### config.mk
export PLATFORM = sky130hd
export DESIGN_NAME = sha_ctrl
export DESIGN_NICKNAME = d
export VERILOG_FILES = /design/src/sha_pkg.sv /design/src/sha_ctrl.sv
export SDC_FILE = /design/constraint.sdc
export NUM_CORES = 1
export LEC_CHECK = 0
export ABC_AREA = 1
export BUFFER_PORTS_ARGS = -buffer_cell sky130_fd_sc_hd__buf_2
export CAP_MARGIN = 20
export CORE_UTILIZATION = 47
export DETAILED_ROUTE_END_ITERATION = 16
export HOLD_SLACK_MARGIN = 0.15
export PLACE_DENSITY = 0.83
export SYNTH_ARGS = -nofsm -noshare
export SYNTH_HDL_FRONTEND = slang
export SYNTH_SLANG_ARGS = --single-unit
### constraint.sdc
create_clock -name clock -period 1.74 [get_ports clock]
set_input_delay 0.087 -clock clock [delete_from_list [all_inputs] [get_ports clock]]
set_output_delay 0.087 -clock clock [all_outputs]
set_load 0.01 [all_outputs]
### src/sha_pkg.sv
package sha_pkg;

   localparam int RAW_DEPTH    = 256;
   localparam int COARSE_DEPTH = 128;
   localparam int RAW_AW       = (RAW_DEPTH > 1) ? $clog2(RAW_DEPTH) : 1;
   localparam int COARSE_AW    = (COARSE_DEPTH > 1) ? $clog2(COARSE_DEPTH) : 1;
   localparam int RAW_CW       = $clog2(RAW_DEPTH + 1);
   localparam int COARSE_CW    = $clog2(COARSE_DEPTH + 1);

   // raw entry: run, time, seq, temp, valid, fault
   localparam int RAW_EW    = 32 + 32 + 32 + 16 + 1 + 8;
   // coarse entry: run, start, avg, min, max, valid, fault
   localparam int COARSE_EW = 32 + 32 + 16 + 16 + 16 + 1 + 8;

   localparam int DIV_NW  = 48;
   localparam int DIV_DW  = 32;
   localparam int DIV_CNW = $clog2(DIV_NW);

   localparam logic [2:0] CMD_PUSH     = 3'd0;
   localparam logic [2:0] CMD_FLUSH    = 3'd1;
   localparam logic [2:0] CMD_CLEAR    = 3'd2;
   localparam logic [2:0] CMD_RESTORE  = 3'd3;
   localparam logic [2:0] CMD_RD_RAW   = 3'd4;
   localparam logic [2:0] CMD_RD_CRS   = 3'd5;
   localparam logic [2:0] CMD_CURRENT  = 3'd6;
   localparam logic [2:0] CMD_LATEST   = 3'd7;

   localparam logic [7:0]  NAN_FAULT_BIT      = 8'h01;
   localparam logic [31:0] BUCKET_WIDTH_RESET = 32'd1000;

   typedef struct packed {
      logic latch;
      logic upd_latest;
      logic new_run;
      logic clear;
      logic raw_wr;
      logic q_start;
      logic set_bq_t;
      logic set_bq_div;
      logic avg_start;
      logic open_bucket;
      logic close_wr;
      logic restore_wr;
      logic agg;
      logic rd_raw;
      logic rd_coarse;
      logic load_rsp;
   } sha_cmd_type;

   typedef struct packed {
      logic [2:0] op;
      logic       run_zero;
      logic       run_diff;
      logic       width_zero;
      logic       div_done;
      logic       bucket_open;
      logic       bq_older;
      logic       bq_same;
      logic       count_zero;
      logic       raw_idx_ok;
      logic       coarse_idx_ok;
   } sha_stat_type;

endpackage

### src/sha_ctrl.sv
module sha_ctrl import sha_pkg::*; (
   input  logic         clock,
   input  logic         reset,
   input  logic         req_valid,
   output logic         req_stall,
   output logic         rsp_valid,
   input  logic         rsp_stall,
   input  sha_stat_type stat,
   output sha_cmd_type  cmd
);

   localparam logic [3:0] ST_IDLE    = 4'd0;
   localparam logic [3:0] ST_DECODE  = 4'd1;
   localparam logic [3:0] ST_PUSH1   = 4'd2;
   localparam logic [3:0] ST_PUSH2   = 4'd3;
   localparam logic [3:0] ST_QWAIT   = 4'd4;
   localparam logic [3:0] ST_PBUCK   = 4'd5;
   localparam logic [3:0] ST_AVGWAIT = 4'd6;
   localparam logic [3:0] ST_CLOSE   = 4'd7;
   localparam logic [3:0] ST_REOPEN  = 4'd8;
   localparam logic [3:0] ST_AGG     = 4'd9;
   localparam logic [3:0] ST_RDWAIT  = 4'd10;
   localparam logic [3:0] ST_FIN     = 4'd11;

   logic [3:0] state_ff, state_in;
   logic       rsp_valid_ff, rsp_valid_in;
   logic       take;

   assign take      = rsp_valid_ff & ~rsp_stall;
   assign req_stall = state_ff != ST_IDLE;
   assign rsp_valid = rsp_valid_ff;

   always_comb begin
      state_in = state_ff;
      cmd      = '0;
      case (state_ff)
         ST_IDLE: begin
            if (req_valid) begin
               cmd.latch = 1'b1;
               state_in  = ST_DECODE;
            end
         end
         ST_DECODE: begin
            state_in = ST_FIN;
            case (stat.op)
               CMD_PUSH: begin
                  cmd.upd_latest = 1'b1;
                  if (!stat.run_zero) state_in = ST_PUSH1;
               end
               CMD_FLUSH: begin
                  if (stat.bucket_open) begin
                     if (stat.count_zero) begin
                        state_in = ST_CLOSE;
                     end else begin
                        cmd.avg_start = 1'b1;
                        state_in      = ST_AVGWAIT;
                     end
                  end
               end
               CMD_CLEAR: cmd.clear = 1'b1;
               CMD_RESTORE: cmd.restore_wr = !stat.run_zero;
               CMD_RD_RAW: begin
                  if (stat.raw_idx_ok) begin
                     cmd.rd_raw = 1'b1;
                     state_in   = ST_RDWAIT;
                  end
               end
               CMD_RD_CRS: begin
                  if (stat.coarse_idx_ok) begin
                     cmd.rd_coarse = 1'b1;
                     state_in      = ST_RDWAIT;
                  end
               end
               CMD_CURRENT: begin
                  if (stat.bucket_open && !stat.count_zero) begin
                     cmd.avg_start = 1'b1;
                     state_in      = ST_AVGWAIT;
                  end
               end
               default: begin
               end
            endcase
         end
         ST_PUSH1: begin
            cmd.new_run = stat.run_diff;
            state_in    = ST_PUSH2;
         end
         ST_PUSH2: begin
            cmd.raw_wr = 1'b1;
            if (stat.width_zero) begin
               cmd.set_bq_t = 1'b1;
               state_in     = ST_PBUCK;
            end else begin
               cmd.q_start = 1'b1;
               state_in    = ST_QWAIT;
            end
         end
         ST_QWAIT: begin
            if (stat.div_done) begin
               cmd.set_bq_div = 1'b1;
               state_in       = ST_PBUCK;
            end
         end
         ST_PBUCK: begin
            if (!stat.bucket_open) begin
               cmd.open_bucket = 1'b1;
               state_in        = ST_AGG;
            end else if (stat.bq_older) begin
               // late sample: raw only
               state_in = ST_FIN;
            end else if (stat.bq_same) begin
               state_in = ST_AGG;
            end else if (stat.count_zero) begin
               state_in = ST_CLOSE;
            end else begin
               cmd.avg_start = 1'b1;
               state_in      = ST_AVGWAIT;
            end
         end
         ST_AVGWAIT: begin
            if (stat.div_done) begin
               state_in = (stat.op == CMD_CURRENT) ? ST_FIN : ST_CLOSE;
            end
         end
         ST_CLOSE: begin
            cmd.close_wr = 1'b1;
            state_in     = (stat.op == CMD_PUSH) ? ST_REOPEN : ST_FIN;
         end
         ST_REOPEN: begin
            cmd.open_bucket = 1'b1;
            state_in        = ST_AGG;
         end
         ST_AGG: begin
            cmd.agg  = 1'b1;
            state_in = ST_FIN;
         end
         ST_RDWAIT: state_in = ST_FIN;
         ST_FIN: begin
            if (!rsp_valid_ff || !rsp_stall) begin
               cmd.load_rsp = 1'b1;
               state_in     = ST_IDLE;
            end
         end
         default: state_in = ST_IDLE;
      endcase
   end

   always_comb begin
      rsp_valid_in = rsp_valid_ff;
      if (cmd.load_rsp) begin
         rsp_valid_in = 1'b1;
      end else if (take) begin
         rsp_valid_in = 1'b0;
      end
   end

   always_ff @(posedge clock) begin
      if (reset) begin
         state_ff     <= ST_IDLE;
         rsp_valid_ff <= 1'b0;
      end else begin
         state_ff     <= state_in;
         rsp_valid_ff <= rsp_valid_in;
      end
   end

endmodule

==> run metrics, run 1 <==
cell taking the most area after synthesis=nand2_1; Rel. slew slack=80.0%; buffer levels on the longest clock path=2; post-synth top area share=19.0%; Final Slew Violations=0; cell area after synthesis=673 µm²; I/O Pins=35; Final ANT Viol Nets=0; Skew-Pair Late Insertion Delay=0.24 ns; Seq cells post-synth=5; Cell variety after synth=21; Sequential Area=101 µm²; Async S/R FF share, synth=0%; Placement Setup Slack=0.343 ns; Max Clock Freq=641 MHz; CTS tree=done; Die X=39.8 µm; largest net degree at the start of global routing=8; final setup violation count=0; ANT cells=0; Worst-path clk slew=0.05 ns; crit start category=register; Syn Inst Count=130; Slew @ Worst Pin=0.298 ns; GPL Wtd Cong=0.804; drt pass-1 iters=4; status=finished clean; max-cap viol count=0; grt ovf=0; power density over the cells=1030 nW/µm²; Initial Util=51.1%; CTS sink count=5; mean number of vias per cell=5.06; RSZ-0062 raised after global routing=false; Post-synth top cells=nand2_1 (34), nor2_1 (25), inv_1 (20), nand3_1 (10); Critical Path Source=state_ff[1]; Post-Route Utilization=68.3%; Mapped Nets=147; global-route wire length before repair=2880 µm; setup TNS=0 ns; hold slack=0.193 ns; DRC viols=0; CTS root buffer=clkbuf_4; Post-synth top flop=dfxtp_1; share of post-route cells with drive strength above 1=31.5%; register area share after synthesis=14.9%; R2R Path Start=state_ff[1]; final worst path period need=1.56 ns; Required @ worst endpoint=1.65 ns; Core Region=1320 µm²; final hold vios=0; Hold Startpoint=stat[6]; Port Buf Inserts=34; clk_skew=0.00601 ns; P_leak=0.523 nW; Die ar.=1590 µm²; vias in the first global route=762; CTS buffer count=3; DPL Wire Length=1520 µm; critical path class=register to output pin; setup repair bufs after CTS=0; top cells by area, synth=nand2_1 (19%), dfxtp_1 (15%), nor2_1 (14%); critical-path maximum fanout=4; Area Growth Syn to Fin=33.6%; Tcrit/Tclk final=89.6%; chip height=39.8 µm; synth warn=0; footprint of the multi-input gates=490 µm²; fill cell count=116; H-tree levels=1; min-delay worst type=input port to register; Post-synth EDFFs=0; most frequent cell after synthesis=nand2_1; final wirelength=1870 µm; GRT Util Overall=26.9%; Tot Pwr=0.000923 W; fin nets=186; final worst slack=0.181 ns; Syn Area/Cell=5.18 µm²; post-DR wirelength/cell=10.2 µm; initial antenna violation count=0; Via Count=926; FP Rows=13; Max VDD drop=0.534 mV; Critical Path AT=1.47 ns; 1st-iter DRT viols=24; Critical Path Sink Type=output pin
[cells by family (layout without fill, tap and decap cells)]
group / after synthesis / in the layout / share of synthesized area (%)
buffers and inverters: 23 / 61 / 13.4
and+or+nand+nor: 91 / 91 / 62.6
DFF: 5 / 5 / 14.9
AOI/OAI and AO/OA: 11 / 11 / 9.11
[report_power, final]
group          internal [W]  switching (W)
sequential         0.000148      0.0000360
combinational      0.000220       0.000382
clock             0.0000868      0.0000488
total              0.000455       0.000467
[metrics by stage]
| step | cells | area [µm²] |
|---|---|---|
| finish | 183 | 900 |
| global route | 183 | 900 |
| CTS | 183 | 891 |
| detailed placement | 178 | 855 |
| global placement | 178 | 855 |
| floorplan | 130 | 673 |
[cells in the final DEF (no fill, tap or decap), drive strengths merged, types with 3 or more instances in the layout]
cell and instances:
nor3 4, nand4 3, nor2 31, clkbuf 4, buf 34, o21ai 4, inv 22, nand3 10
a21oi 6, nand2 38, dfxtp 5
[critical path, cell delays in order (launching register included)]
cell,delay (ns)
dfxtp_1,0.33
inv_1,0.09
nand2_1,0.13
nor2_1,0.26
inv_1,0.11
o21ai_0,0.16
buf_2,0.15
[sequential cells by signal, summed over array words and instances, names as in the netlist]
register / count
state_ff: 4
rsp_valid: 1
[area by class of cell]
class                           instances  area share (%)
Tap cell                               15            2.09
Inverter                               22            9.18
Sequential cell                         5            11.3
Multi-Input combinational cell        102            54.5
Timing Repair Buffer                   35            20.0
Clock buffer                            4            2.92
[final timing paths]
kind                                     to  slack [ns]  cells past startpoint
worst max register to register  state_ff[2]        0.39                      9
worst max-delay path                 cmd[7]        0.18                      6
worst min register to register    rsp_valid        0.55                      2
worst min-delay path            state_ff[2]        0.19                      4
[routing by layer]
layer,part of all wire [%],up-vias,global-route usage (%)
met5,0,-,0
met4,1.1,0,1.72
met3,6.6,2,7.39
met2,49,34,47.5
met1,43,402,33.2
li1,-,488,-
[what timing repair did]
item,CTS,global route
setup endpoints to repair,0,3
hold buffers,1,0
endpoints found under the hold margin,5,0
gates resized for setup,0,3
Note: power is estimated with default switching activity, not from simulation.
==> run 2: changes to the inputs <==
--- a/config.mk
+++ b/config.mk
@@ -8,10 +8,11 @@
 export ABC_AREA = 1
 export BUFFER_PORTS_ARGS = -buffer_cell sky130_fd_sc_hd__buf_2
 export CAP_MARGIN = 20
-export CORE_UTILIZATION = 47
+export CORE_ASPECT_RATIO = 0.9
+export CORE_UTILIZATION = 44
 export DETAILED_ROUTE_END_ITERATION = 16
 export HOLD_SLACK_MARGIN = 0.15
-export PLACE_DENSITY = 0.83
+export PLACE_DENSITY = 0.78
 export SYNTH_ARGS = -nofsm -noshare
 export SYNTH_HDL_FRONTEND = slang
 export SYNTH_SLANG_ARGS = --single-unit
==> constraint.sdc (replaced) <==
create_clock -name clock -period 1.6 [get_ports clock]
set_input_delay 0.08 -clock clock [delete_from_list [all_inputs] [get_ports clock]]
set_output_delay 0.08 -clock clock [all_outputs]
set_load 0.01 [all_outputs]
==> run 2 against run 1 <==
Final cell count did not move; clock-buffer cell count did not move; power rose by 12%; critical endpoint is now cmd[12]; sequential share of layout area fell by 0.32 points; highest routed layer unchanged; non-clock buffer count did not move; via count rose by 0.32%; clock power rose by 13%; first-iteration DRC count rose by 13%.
==> run metrics, run 2 (synthesis gave the netlist of run 1 again) <==
status=finished clean (unchanged); max reg flops=4 (unchanged); fin nets=186 (unchanged); P_leak=0.523 nW (about the same); Hold Path Cell Cnt=3 (was 4); grt ovf=0 (unchanged); setup TNS=0 ns (unchanged); Hold Startpoint=rsp_stall (was stat[6]); worst reg2reg endpoint=state_ff[1] (was state_ff[2]); Required @ worst endpoint=1.52 ns (was 1.65 ns); final worst path period need=1.50 ns; Slew @ Worst Pin=0.299 ns (was 0.298 ns); share of post-route cells with drive strength above 1=33.3% (was 31.5%); most flop-heavy register=state_ff (unchanged); power density over the cells=1130 nW/µm² (was 1030 nW/µm²); Max VDD drop=0.574 mV (was 0.534 mV); initial antenna violation count=0 (unchanged); clk_skew=0.00262 ns (was 0.00601 ns); R2R Path Start=state_ff[2] (was state_ff[1]); GPL Wtd Cong=0.809 (was 0.804); post-DR wirelength/cell=10.5 µm (was 10.2 µm); final setup violation count=0 (unchanged); max-cap viol count=0 (unchanged); crit start category=register (unchanged); Sequential Area=100 µm² (was 101 µm²); RSZ-0062 raised after global routing=false (unchanged); most common cell after layout, fill and taps aside=buf_2; ANT cells=0 (unchanged); CTS tree=done (unchanged); buffer levels on the longest clock path=2 (unchanged); Rel. slew slack=79.9% (was 80.0%); Tcrit/Tclk final=93.8%; R2R Setup Slk=0.26 ns (was 0.39 ns); Final ANT Viol Nets=0 (unchanged); vias in the first global route=705 (was 762); I/O Pins=35 (unchanged); Skew-Pair Late Insertion Delay=0.25 ns (was 0.24 ns); FP Rows=13 (unchanged); CTS buffer count=3 (unchanged); Critical Path Source=state_ff[1] (unchanged); drt pass-1 iters=4 (unchanged); Initial Util=47.0% (was 51.1%); fill cell count=145 (was 116); mean number of vias per cell=5.08 (was 5.06); most frequent cells in the layout=buf_2 (34), nand2_1 (33), nor2_1 (23) (was nand2_1 (34), buf_2 (34), nor2_1 (24)); Port Buf Inserts=34 (unchanged); Core Region=1430 µm² (was 1320 µm²); reg2reg path depth=5 (was 9); CTS root buffer=clkbuf_4 (unchanged); footprint of the multi-input gates=507 µm² (was 490 µm²); setup repair bufs after CTS=0 (unchanged); Slowest cell on crit path=dfxtp_1 (unchanged); DRC viols=0 (unchanged); hold slack=0.173 ns (was 0.193 ns); GRT Util Overall=23.2% (was 26.9%); Final Slew Violations=0 (unchanged); critical-path cell list=inv_1 -> nand2_2 -> nor2_4 -> inv_2 -> nor4_1 -> buf_2 (was inv_1 -> nand2_1 -> nor2_1 -> inv_1 -> o21ai_0 -> buf_2); 1st-iter DRT viols=27 (was 24); largest net degree at the start of global routing=8 (unchanged); Hold Crit Endpoint=rsp_valid (was state_ff[2]); dpl cell area=855 µm² (unchanged); Die X=43.2 µm (was 39.8 µm); Max Clock Freq=666 MHz; H-tree levels=1 (unchanged); global-route wire length before repair=2950 µm (was 2880 µm); Design Area, Final=915 µm² (was 900 µm²); Worst-path clk slew=0.05 ns (about the same); DPL Wire Length=1510 µm (was 1520 µm); min-delay worst type=input port to register (unchanged); crit-path max cell delay=0.33 ns (about the same); Die ar.=1690 µm² (was 1590 µm²); Area Growth Syn to Fin=35.9% (was 33.6%); Critical Path AT=1.42 ns (was 1.47 ns); final hold vios=0 (unchanged); Critical Path Sink Type=output pin (unchanged); critical-path maximum fanout=5 (was 4); CTS sink count=5 (unchanged); critical path class=register to output pin (unchanged); final wirelength=1930 µm (was 1870 µm); chip height=39.1 µm (was 39.8 µm); Via Count=929 (was 926)
## run 2: through the flow
step                worst slack, ns  cells  util [%]  power, W
floorplan                     0.331    130         -  0.000645
global placement              0.283    178      59.7  0.000811
detailed placement            0.227    178      59.7  0.000830
CTS                          0.0497    183      62.4  0.000991
global route                 0.0165    183      63.9   0.00112
finish                       0.0987    183      63.9   0.00104
## run 2: layer usage
| layer | track usage, % | vias up | wire (µm) | share of wire (%) |
|---|---|---|---|---|
| li1 | - | 487 | - | - |
| met1 | 32.1 | 409 | 902 | 47 |
| met2 | 38.8 | 31 | 909 | 47 |
| met3 | 2.80 | 2 | 100 | 5.2 |
| met4 | 4.55 | 0 | 17 | 0.88 |
| met5 | 0 | - | 0 | 0 |
## run 2: worst max path at each step
stage	end	slack, ns	depth (start not counted)
finish	cmd[12]	0.1	6
global placement	cmd[2]	0.28	5
detailed placement	cmd[12]	0.23	6
global route	cmd[12]	0.02	6
floorplan	cmd[12]	0.33	4
CTS	cmd[7]	0.05	6
## run 2: power breakdown
group / total (W) / internal (W) / switching [W]
sequential: 0.000197 / 0.000159 / 0.0000384
combinational: 0.000684 / 0.000244 / 0.000440
clock: 0.000154 / 0.0000948 / 0.0000593
## run 2: what timing repair did
| action | 4_1_cts | 5_1_grt |
|---|---|---|
| resized for setup | 1 | 6 |
| hold buffers | 1 | 0 |
| pin swaps | 0 | 0 |
| endpoints found under the hold margin | 5 | 0 |
| setup endpoints to repair | 2 | 5 |
## run 2: area by class of cell
| cell class | count | share of cell area (%) |
|---|---|---|
| tap | 15 | 2.05 |
| inverter | 22 | 9.03 |
| multi-input combinational | 102 | 55.4 |
| sequential | 5 | 10.9 |
| timing repair buffer | 35 | 19.7 |
| clock buffer | 4 | 2.87 |
## run 2: worst max-delay path: cells and delay by family, from the launching register on
kind                   cells  cell delay (ns)
and+or+nand+nor            3             0.47
buffers and inverters      3             0.37
DFF                        1             0.33
